<file path="src/hw/rtl/banked_memory_and_port_decoder_unit_defines.svh">
// Assertion macros shared by the decoder RTL.
`ifndef BANKED_MEMORY_AND_PORT_DECODER_UNIT_DEFINES_SVH
`define BANKED_MEMORY_AND_PORT_DECODER_UNIT_DEFINES_SVH

// Same-cycle implication, disabled during reset.
`define BMPD_ASSERT_NOW(label, ante, cons, msg) \
  label: assert property (@(posedge clk) disable iff (rst) (ante) |-> (cons)) \
    else $error(msg);

// Next-cycle implication, disabled during reset.
`define BMPD_ASSERT_NEXT(label, ante, cons, msg) \
  label: assert property (@(posedge clk) disable iff (rst) (ante) |=> (cons)) \
    else $error(msg);

`endif

</file>
<file path="src/hw/rtl/bmpd_pkg.sv">
// Types and constants of the banked memory and port decoder.
package bmpd_pkg;

  // Transaction opcodes
  typedef enum logic [2:0] {
    OP_MEM_RD  = 3'd0,
    OP_MEM_WR  = 3'd1,
    OP_IO_RD   = 3'd2,
    OP_IO_WR   = 3'd3,
    OP_KEY_ROW = 3'd4
  } op_t;

  // External device flags
  typedef enum logic [2:0] {
    EXT_NONE      = 3'd0,
    EXT_SND_SEL   = 3'd1,
    EXT_SND_WR    = 3'd2,
    EXT_SND_RD    = 3'd3,
    EXT_MOUSE_BTN = 3'd4,
    EXT_MOUSE_X   = 3'd5,
    EXT_MOUSE_Y   = 3'd6
  } ext_t;

  // Address quarters
  typedef enum logic [1:0] {
    Q_ROM   = 2'd0,
    Q_FIX_A = 2'd1,
    Q_FIX_B = 2'd2,
    Q_PAGED = 2'd3
  } quarter_t;

  localparam int PG_W        = 6;
  localparam int PG_SHADOW   = 3;
  localparam int PG_ROM      = 4;
  localparam int PG_LOCK     = 5;
  localparam int KEY_ROWS    = 8;

  localparam logic [2:0] BANK_FIX_A = 3'd5;
  localparam logic [2:0] BANK_FIX_B = 3'd2;

  // Port low bytes
  localparam logic [7:0] LO_ULA     = 8'hFE;
  localparam logic [7:0] LO_SND     = 8'hFD;
  localparam logic [7:0] LO_SND_ALT = 8'hF5;
  localparam logic [7:0] LO_MOUSE   = 8'hDF;

  // Port high bytes
  localparam logic [7:0] HI_ALL_ROWS  = 8'h00;
  localparam logic [7:0] HI_FF        = 8'hFF;
  localparam logic [7:0] HI_PAGING    = 8'h7F;
  localparam logic [7:0] HI_SND_DATA  = 8'hBF;
  localparam logic [7:0] HI_SND_ALT   = 8'hC0;
  localparam logic [7:0] HI_MOUSE_BTN = 8'hFA;
  localparam logic [7:0] HI_MOUSE_X   = 8'hFB;

  // Floating bus read: set bits 5 and 7, clear bit 6
  localparam logic [7:0] FLOAT_SET = 8'hE0;
  localparam logic [7:0] FLOAT_CLR = 8'h40;

  localparam logic [7:0] KEYS_UP = 8'hFF;

  // Result payload held in the output register
  typedef struct packed {
    logic        mem_is_rom;
    logic [2:0]  mem_bank;
    logic [13:0] mem_offset;
    logic        mem_write;
    logic [7:0]  io_data;
    ext_t        external_target;
    logic        shadow_screen;
    logic [4:0]  border_code;
    logic        beeper;
  } rsp_t;

endpackage

</file>
<file path="src/hw/rtl/bmpd_if.sv">
// Handshake channel interfaces: requests, results and configuration.
interface bmpd_req_if;
  import bmpd_pkg::*;
  logic        valid;
  logic        ready;
  logic [2:0]  op;
  logic [15:0] address;
  logic [7:0]  data;
  logic [2:0]  key_row;
  modport source (output valid, op, address, data, key_row, input ready);
  modport sink (input valid, op, address, data, key_row, output ready);
endinterface

interface bmpd_rsp_if;
  import bmpd_pkg::*;
  logic        valid;
  logic        ready;
  logic        mem_is_rom;
  logic [2:0]  mem_bank;
  logic [13:0] mem_offset;
  logic        mem_write;
  logic [7:0]  io_data;
  logic [2:0]  external_target;
  logic        shadow_screen;
  logic [4:0]  border_code;
  logic        beeper;
  modport source (output valid, mem_is_rom, mem_bank, mem_offset, mem_write, io_data,
                  external_target, shadow_screen, border_code, beeper, input ready);
  modport sink (input valid, mem_is_rom, mem_bank, mem_offset, mem_write, io_data,
                external_target, shadow_screen, border_code, beeper, output ready);
endinterface

interface bmpd_cfg_if;
  logic valid;
  logic ready;
  logic data;
  modport source (output valid, data, input ready);
  modport sink (input valid, data, output ready);
endinterface

</file>
<file path="src/hw/rtl/banked_memory_and_port_decoder_unit.sv">
// Top level of the banked memory and port decoder.
//
// Decodes CPU memory and port transactions of a 128K banked machine. Each
// request transaction is decoded by one stage of logic into a result register,
// so the block takes one transaction per clock unless a result is stalled, and its
// result comes from the single output register in the cycle after acceptance; a
// stalled result blocks requests only while it waits. Memory transactions map to
// a ROM page or one of eight RAM banks; port writes update the paging, border
// and floating-bus registers; port reads return keyboard rows or the floating
// byte, or flag sound and mouse devices. The cfg channel sets mouse presence
// and is always ready; write it only while the block is idle.
`include "banked_memory_and_port_decoder_unit_defines.svh"

module banked_memory_and_port_decoder_unit (
  input  logic       clk,
  input  logic       rst,
  bmpd_req_if.sink   req,
  bmpd_rsp_if.source rsp,
  bmpd_cfg_if.sink   cfg
);
  import bmpd_pkg::*;

  // State
  logic [PG_W-1:0] paging;
  logic [7:0]      key_rows [KEY_ROWS];
  logic [7:0]      border_val;
  logic [7:0]      floating;
  logic            mouse_present;

  // Output register
  logic rsp_valid;
  rsp_t rsp_data;

  logic [PG_W-1:0] paging_next;
  logic [7:0]      border_next;
  logic [7:0]      floating_next;
  logic            key_wr;
  rsp_t            res;
  logic            accept;
  op_t             op;
  quarter_t        quarter;
  logic [7:0]      lo;
  logic [7:0]      hi;
  logic [2:0]      row_idx;
  logic            row_hit;
  logic [7:0]      rows_and;

  assign op      = op_t'(req.op);
  assign lo      = req.address[7:0];
  assign hi      = req.address[15:8];
  assign quarter = quarter_t'(req.address[15:14]);

  assign req.ready = !rsp_valid || rsp.ready;
  assign accept    = req.valid && req.ready;
  assign cfg.ready = 1'b1;

  // Keyboard row select: high byte with exactly one zero bit
  always_comb begin
    row_idx = '0;
    for (int n = 0; n < KEY_ROWS; n++) begin
      if (!hi[n]) row_idx = 3'(n);
    end
  end
  assign row_hit = $onehot(~hi);

  // AND of all keyboard rows
  always_comb begin
    rows_and = KEYS_UP;
    for (int n = 0; n < KEY_ROWS; n++) begin
      rows_and = rows_and & key_rows[n];
    end
  end

  // Decode of one transaction
  always_comb begin
    res           = '0;
    paging_next   = paging;
    border_next   = border_val;
    floating_next = floating;
    key_wr        = 1'b0;
    case (op)
      OP_MEM_RD, OP_MEM_WR: begin
        res.mem_offset = req.address[13:0];
        case (quarter)
          Q_ROM: begin
            res.mem_is_rom = 1'b1;
            res.mem_bank   = {2'b00, paging[PG_ROM]};
          end
          Q_FIX_A: res.mem_bank = BANK_FIX_A;
          Q_FIX_B: res.mem_bank = BANK_FIX_B;
          default: res.mem_bank = paging[2:0];
        endcase
        res.mem_write = (op == OP_MEM_WR) && (quarter != Q_ROM);
      end
      OP_IO_RD: begin
        if (lo == LO_ULA && row_hit) begin
          res.io_data = key_rows[row_idx];
        end else if (lo == LO_ULA && hi == HI_ALL_ROWS) begin
          res.io_data = rows_and;
        end else if (lo == LO_SND && hi == HI_FF) begin
          res.external_target = EXT_SND_RD;
        end else if (lo == LO_MOUSE && mouse_present && hi == HI_MOUSE_BTN) begin
          res.external_target = EXT_MOUSE_BTN;
        end else if (lo == LO_MOUSE && mouse_present && hi == HI_MOUSE_X) begin
          res.external_target = EXT_MOUSE_X;
        end else if (lo == LO_MOUSE && mouse_present && hi == HI_FF) begin
          res.external_target = EXT_MOUSE_Y;
        end else begin
          res.io_data = (floating | FLOAT_SET) & ~FLOAT_CLR;
        end
      end
      OP_IO_WR: begin
        if (lo == LO_ULA) begin
          border_next = req.data;
        end else if (lo == LO_SND_ALT) begin
          if (hi == HI_SND_ALT) res.external_target = EXT_SND_SEL;
        end else if (lo == LO_SND) begin
          if (hi == HI_FF) begin
            res.external_target = EXT_SND_SEL;
          end else if (hi == HI_SND_DATA) begin
            res.external_target = EXT_SND_WR;
          end else if (hi == HI_PAGING && !paging[PG_LOCK]) begin
            paging_next = req.data[PG_W-1:0];
          end
        end else begin
          floating_next = req.data;
        end
      end
      OP_KEY_ROW: key_wr = 1'b1;
      default: ;
    endcase
    // Display status after this transaction
    res.shadow_screen = paging_next[PG_SHADOW];
    res.border_code   = {border_next[0], 1'b0, border_next[2], 1'b0, border_next[1]};
    res.beeper        = border_next[4];
  end

  // State registers
  always_ff @(posedge clk) begin
    if (rst) begin
      paging        <= '0;
      border_val    <= '0;
      floating      <= '0;
      mouse_present <= 1'b0;
      for (int n = 0; n < KEY_ROWS; n++) key_rows[n] <= KEYS_UP;
    end else begin
      if (cfg.valid) mouse_present <= cfg.data;
      if (accept) begin
        paging     <= paging_next;
        border_val <= border_next;
        floating   <= floating_next;
        if (key_wr) key_rows[req.key_row] <= req.data;
      end
    end
  end

  // Result register
  always_ff @(posedge clk) begin
    if (rst) begin
      rsp_valid <= 1'b0;
    end else if (accept) begin
      rsp_valid <= 1'b1;
    end else if (rsp.ready) begin
      rsp_valid <= 1'b0;
    end
  end

  always_ff @(posedge clk) begin
    if (accept) rsp_data <= res;
  end

  assign rsp.valid           = rsp_valid;
  assign rsp.mem_is_rom      = rsp_data.mem_is_rom;
  assign rsp.mem_bank        = rsp_data.mem_bank;
  assign rsp.mem_offset      = rsp_data.mem_offset;
  assign rsp.mem_write       = rsp_data.mem_write;
  assign rsp.io_data         = rsp_data.io_data;
  assign rsp.external_target = rsp_data.external_target;
  assign rsp.shadow_screen   = rsp_data.shadow_screen;
  assign rsp.border_code     = rsp_data.border_code;
  assign rsp.beeper          = rsp_data.beeper;

  // Checks
  `BMPD_ASSERT_NOW(a_stall_blocks, rsp_valid && !rsp.ready, !req.ready, "request taken while result stalled")
  `BMPD_ASSERT_NEXT(a_accept_result, accept, rsp_valid, "accepted transaction produced no result")
  `BMPD_ASSERT_NEXT(a_lock_holds, paging[PG_LOCK], $stable(paging), "locked paging register changed")
  `BMPD_ASSERT_NOW(a_rom_no_write, rsp_valid, !(rsp_data.mem_write && rsp_data.mem_is_rom), "write strobe on ROM")

endmodule
</file>
<file path="src/flat_wrapper.sv">
// flat-port wrapper written by rule: the top's interface ports become plain ports
module banked_memory_and_port_decoder_unit_flat import bmpd_pkg::*;
  (clk, rst, req_valid, req_op, req_address, req_data, req_key_row, req_ready, rsp_valid, rsp_mem_is_rom, rsp_mem_bank, rsp_mem_offset, rsp_mem_write, rsp_io_data, rsp_external_target, rsp_shadow_screen, rsp_border_code, rsp_beeper, rsp_ready, cfg_valid, cfg_data, cfg_ready);
  bmpd_req_if req_i ();
  bmpd_rsp_if rsp_i ();
  bmpd_cfg_if cfg_i ();
  input  logic clk;
  input  logic rst;
  input wire logic [$bits(req_i.valid)-1:0] req_valid;
  input wire logic [$bits(req_i.op)-1:0] req_op;
  input wire logic [$bits(req_i.address)-1:0] req_address;
  input wire logic [$bits(req_i.data)-1:0] req_data;
  input wire logic [$bits(req_i.key_row)-1:0] req_key_row;
  output wire logic [$bits(req_i.ready)-1:0] req_ready;
  output wire logic [$bits(rsp_i.valid)-1:0] rsp_valid;
  output wire logic [$bits(rsp_i.mem_is_rom)-1:0] rsp_mem_is_rom;
  output wire logic [$bits(rsp_i.mem_bank)-1:0] rsp_mem_bank;
  output wire logic [$bits(rsp_i.mem_offset)-1:0] rsp_mem_offset;
  output wire logic [$bits(rsp_i.mem_write)-1:0] rsp_mem_write;
  output wire logic [$bits(rsp_i.io_data)-1:0] rsp_io_data;
  output wire logic [$bits(rsp_i.external_target)-1:0] rsp_external_target;
  output wire logic [$bits(rsp_i.shadow_screen)-1:0] rsp_shadow_screen;
  output wire logic [$bits(rsp_i.border_code)-1:0] rsp_border_code;
  output wire logic [$bits(rsp_i.beeper)-1:0] rsp_beeper;
  input wire logic [$bits(rsp_i.ready)-1:0] rsp_ready;
  input wire logic [$bits(cfg_i.valid)-1:0] cfg_valid;
  input wire logic [$bits(cfg_i.data)-1:0] cfg_data;
  output wire logic [$bits(cfg_i.ready)-1:0] cfg_ready;
  assign req_i.valid = req_valid;
  assign req_i.op = req_op;
  assign req_i.address = req_address;
  assign req_i.data = req_data;
  assign req_i.key_row = req_key_row;
  assign req_ready = req_i.ready;
  assign rsp_valid = rsp_i.valid;
  assign rsp_mem_is_rom = rsp_i.mem_is_rom;
  assign rsp_mem_bank = rsp_i.mem_bank;
  assign rsp_mem_offset = rsp_i.mem_offset;
  assign rsp_mem_write = rsp_i.mem_write;
  assign rsp_io_data = rsp_i.io_data;
  assign rsp_external_target = rsp_i.external_target;
  assign rsp_shadow_screen = rsp_i.shadow_screen;
  assign rsp_border_code = rsp_i.border_code;
  assign rsp_beeper = rsp_i.beeper;
  assign rsp_i.ready = rsp_ready;
  assign cfg_i.valid = cfg_valid;
  assign cfg_i.data = cfg_data;
  assign cfg_ready = cfg_i.ready;
  banked_memory_and_port_decoder_unit u_core (.clk(clk), .rst(rst), .req(req_i), .rsp(rsp_i), .cfg(cfg_i));
endmodule
</file>
<file path="config.mk">
export PLATFORM = sky130hd
export DESIGN_NAME = banked_memory_and_port_decoder_unit_flat
export DESIGN_NICKNAME = d
export VERILOG_FILES = /design/src/hw/rtl/bmpd_pkg.sv /design/src/hw/rtl/bmpd_if.sv /design/src/hw/rtl/banked_memory_and_port_decoder_unit.sv /design/src/flat_wrapper.sv
export VERILOG_INCLUDE_DIRS = /design/src /design/src/hw/rtl
export SDC_FILE = /design/constraint.sdc
export NUM_CORES = 1
export LEC_CHECK = 0
export ABC_AREA = 1
export CELL_PAD_IN_SITES_DETAIL_PLACEMENT = 1
export CELL_PAD_IN_SITES_GLOBAL_PLACEMENT = 2
export CORE_AREA = 5 5 131 133
export DETAILED_ROUTE_END_ITERATION = 6
export DIE_AREA = 0 0 136 138
export DONT_BUFFER_PORTS = 1
export HOLD_SLACK_MARGIN = 0.03
export PLACE_DENSITY = 0.82
export SETUP_SLACK_MARGIN = 0.4
export SYNTH_ARGS = -nofsm -noshare
export SYNTH_HDL_FRONTEND = slang
export SYNTH_SLANG_ARGS = --single-unit
</file>
<file path="constraint.sdc">
create_clock -name clk -period 3.9 [get_ports clk]
set_input_delay 0.39 -clock clk [delete_from_list [all_inputs] [get_ports clk]]
set_output_delay 0.39 -clock clk [all_outputs]
set_load 0.005 [all_outputs]
</file>
After elaboration in Yosys (flattened, before gate mapping)
Memory sizes are Yosys's and may differ from the RTL's. Index checks and enable logic that the tools add are counted.

Add/sub/neg operators: 7. Multipliers: 0. Div/mod/pow operators: 0. Magnitude comparators: 0. Equal/unequal tests: 17. Shift operators: 0. Muxes and demuxes: 49. Bitwise gates (word level): 13. Reduce and logical (&&, ||, !) cells: 23.

Operators by type and width (count): == test 8 bit (second input constant) (9); AND 8 bit (7); 2-to-1 mux 8 bit (7); 2-to-1 mux 3 bit (17); 2-to-1 mux 4 bit (7); 2-to-1 mux 1 bit (13); adder 4 bit (3); logical AND 1 bit (10); 2-to-1 mux 5 bit (2); case mux 3 bit (3 select lines) (1); adder 1 x 1 -> 2 bit (4); == test 8 x 7 -> 1 bit (second input constant) (1); zero test 8 bit (1); NOT 8 bit (1); AND reduction 8 bit (1); OR reduction 8 bit (1); == test 3 x 2 -> 1 bit (second input constant) (2); case mux 3 bit (2 select lines) (1); NOT 1 bit (5); AND reduction 5 bit (1); == test 4 x 1 -> 1 bit (second input constant) (1); nonzero test 2 bit (2); == test 3 x 1 -> 1 bit (second input constant) (1); == test 3 bit (second input constant) (1); 9 further kinds (10).

Register bits after elaboration: 53. Latch bits: 0. RAM bits: 64. Bits in read-only memories: 0. Input port bits: 36. Output and inout port bits: 40. Logic and storage cells: 126. Memories: 1.

Memory list: u_core.key_rows (words 8, width 8, rd ports 9, clocked after Yosys merged registers in 0, write ports 8, RTL line banked_memory_and_port_decoder_unit.sv:25) `logic [7:0] key_rows [KEY_ROWS];`.

Longest topological paths before layout
Depth after elaboration: 10. Mapped depth: 16. Depth with buffers taken out: 16.

Worst setup path before layout
No wires, ideal clock.

Kind: input to register. From: input port req_address[8]. To: register u_core.rsp_data (netlist bit u_core.rsp.external_target[0]) (data pin). Library setup time: 0.257 ns. Arrival: 3.105 ns. Required time: 3.643 ns. Slack: 0.538 ns. Cell stages on the path: 15. Buffers on the path: 0. Cell sequence: inv_1 > ha_1 > fa_1 > inv_1 > fa_1 > inv_1 > ha_1 > fa_1 > nor2_1 > nand3b_1 > nor2_2 > inv_2 > nand2_1 > nor2_1 > a32o_1.

RTL lines: start: declaration (RTL line flat_wrapper.sv:11) `input wire logic [$bits(req_i.address)-1:0] req_address;`; end signal: assignment (RTL line banked_memory_and_port_decoder_unit.sv:169) `if (accept) rsp_data <= res;`; end: declaration (RTL line banked_memory_and_port_decoder_unit.sv:32) `rsp_t rsp_data;`.

Final worst setup path
From: input port req_address[8]. To: register u_core.rsp_data (netlist bit u_core.rsp.io_data[5]) (data pin).

Word-level cells in the longest chain between the ends: 8. Elaborated cells on any way between the ends: 21. Classes of those cells: 3 x add/sub; 4 x eq/ne; 6 x mux; 1 x bitwise; 7 x reduce/logical.

Ends and longest elaborated chain: branches (longest 7 deep; another with adder 4 bit); 2-to-1 mux 8 bit (*) (RTL line banked_memory_and_port_decoder_unit.sv:96) `if (lo == LO_ULA && row_hit) begin`.

Mark *: on every way between the ends. A chain may end at the register's enable or synchronous reset.

==> metrics.txt <==
DP HPWL=12670 µm; Max stage delay on crit path=0.56 ns; drt pass-1 iters=4; Nets=734; clk sink count=116; drt drc=0; most frequent cell after synthesis=nand2_1; Core Util, Final=44.29%; CP Max Fanout=7; Routed Antenna Nets=0; layout cell share with drive strength beyond 1=11.00%; Post-Synth XOR/XNOR Area=0%; H-Tree Level Count=4; initial core utilization=38.42%; number of port buffers=0; largest family of logic cells by synthesized area=simple AND/OR/NAND/NOR gates; Synth async-reset ratio=0%; global-route wire length before repair=27500 µm; outcome=completed; Top FF cell, synth=edfxtp_1; average wire per standard cell=18.98 µm; Final Setup Violations=0; Yosys warnings=0; Fin. Hold Viols=0; top cells by count, synth=183 x nand2_1, 99 x edfxtp_1, 91 x inv_1; WL final=17220 µm; clock-pin slew on the worst setup and hold paths=0.05 ns; Inserted Diodes=0; CP max stage cell=fa_1; maximum vdd drop=281.7 µV; largest net degree at the start of global routing=42; Die X=136 µm; area of the core=15710 µm²; TritonCTS clock tree=built; critical path class=input port to register; setup_tns=0 ns; Multi-input gate area=2248 µm²; Synth Area in Adders=4.642%; Gate Count Post-Synth=662; final worst path period need=3.272 ns; count of cell types in the netlist=38; crit path cell chain=inv_1 -> ha_1 -> fa_1 -> inv_1 -> fa_1 -> inv_1 -> ha_1 -> fa_1 -> nor2_1 -> nand3b_1 -> nor2_2 -> inv_2 -> nand2_1 -> inv_1 -> o21ai_0 -> nand2_1; mux cell area share after synthesis=0%; DR vias/cell=5.029; hold crit path type=input port to register; Simple-Gate Fraction of Synth Area=27.85%; Worst setup SP type=input port; Fillers=1821; Post-synth EDFFs=99; PD cells=483.6 nW/µm²; die area=18770 µm²; relative max-transition margin=51.80%; area leader, netlist=edfxtp_1; Setup Skew=0.01156 ns; Max Cap Violations=0; Total Routing Usage GR=18.98%; TritonCTS buffer count=17; leak pwr=2.838 nW; PnR worst setup slack=0.6279 ns; pre-CTS setup slack=0.2296 ns; reg2reg setup slack=1.73 ns; clk_lat worst skew=0.41 ns; row count=46; worst hold slack=0.05175 ns; top-area cell type share of the netlist area=49.24%; Initial DRC Count=224; top cells by area, synth=edfxtp_1 49%, nand2_1 11%, inv_1 5.7%; Synth Register Bits=116; CP endpoint kind=register; Clock Tree Buf Depth=2; register area=3313 µm²; Critical Path RT=4.05 ns; CTS resizes=0; CTS root buf=clkbuf_16; Crit path top cell by count=inv_1; vias in the first global route=4951; gp weighted congestion=0.8100; Avg Cell Area, Syn=9.119 µm²; Layout area overhead=15.27%; Ports=76; area fraction in compound gates after synthesis=4.560%; setup repair after global routing missed its margin=false; Fmax=305.6 MHz; sequential share of the synthesized area=54.88%; WP data arrival=3.42 ns; initial antenna violation count=0; grt total ovfl=0; die height=138 µm; Slew @ Worst Pin=0.7222 ns; Netlist Area Pre-Place=6037 µm²; Vias=4561; Slew Limit Fails=0; Tcrit/Tclk final=83.90%
==> worst max-delay path: cells and delay by family <==
family          cells  cell delay, ns
simple gates        5            0.54
fa+ha+maj           5            1.99
buf+inv             5            0.37
compound gates      1            0.12
==> metal layers <==
metal | global-route usage (%) | part of all wire (%) | up-vias
met1 | 23.59 | 43 | 2225
met5 | 0 | 0 | -
li1 | - | - | 2202
met2 | 32.44 | 50 | 109
met3 | 4.209 | 4.2 | 25
met4 | 6.472 | 2.4 | 0
==> timing repair <==
item / CTS / global route
endpoints found under the hold margin: 1 / 0
hold buffers: 1 / 0
buffers inserted: 0 / 0
==> cell families (layout without fill, tap and decap cells) <==
group / count (synthesis) / in the layout
other cells: 2 / 3
compound gates: 49 / 49
fa+ha+maj: 20 / 20
simple gates: 354 / 354
flops: 116 / 116
buf+inv: 121 / 149
==> flip-flops by register name (all words and copies together) (netlist names) <==
signal / flops
u_core.key_rows: 64
u_core.rsp.mem_offset: 14
u_core.rsp.io_data: 8
u_core.paging: 6
u_core.floating: 5
u_core.border_val: 4
u_core.rsp.border_code: 3
u_core.rsp.external_target: 3
u_core.rsp.mem_bank: 3
u_core.mouse_present: 1
u_core.rsp.beeper: 1
u_core.rsp.mem_is_rom: 1
u_core.rsp.mem_write: 1
u_core.rsp.shadow_screen: 1
u_core.rsp.valid: 1
==> cell usage in the layout (no fill, tap or decap), types with 2 or more instances in the layout <==
cell,n
nand2_4,2
edfxtp_1,99
nand2_2,3
conb_1,3
nand3_1,62
nand4_1,18
nor2_4,10
nand3_2,2
buf_4,11
dfxtp_1,17
nand2_1,183
a21oi_1,10
clkinv_1,5
o31ai_1,5
clkbuf_16,17
inv_2,8
fa_1,4
nor2_1,50
clkinv_4,2
clkinv_2,5
o21ai_0,28
nor4_1,2
nand3b_1,7
clkinvlp_4,3
inv_1,91
a211oi_1,2
nor3_1,6
ha_1,16
nor3_4,4
bufinv_16,5
==> worst paths after layout <==
kind	start	endpoint	cells past startpoint
hold reg to reg	u_core.paging[5]	u_core.paging[5]	2
hold / removal	rst	u_core.rsp.valid	1
setup reg to reg	u_core.rsp.valid	u_core.key_rows[7][5]	10
setup / recovery	req_address[8]	u_core.rsp.io_data[5]	16
==> where the power goes <==
| part | switching [mW] | internal, mW |
|---|---|---|
| clock network | 0.569 | 1.13 |
| registers | 0.0270 | 1.39 |
| logic | 0.173 | 0.0727 |
==> through the flow <==
step / cells / instance area (µm²) / power (mW)
after floorplan: 663 / 6041 / 1.609
after global placement: 874 / 6310 / 1.683
after detailed placement: 874 / 6310 / 1.693
after CTS: 907 / 6959 / 3.386
after global routing: 907 / 6959 / 3.485
final: 907 / 6959 / 3.365
==> layout make-up <==
class                   instances  share of cell area, %
well taps                     216                  3.883
multi-input cells             426                  32.31
clock inverters                14                  3.021
flip-flops and latches        116                  47.61
inverters                     105                  5.681
clock buffers                  18                  6.167
repair buffers                 12                  1.330
No activity file was read; power rests on OpenSTA's default activity.
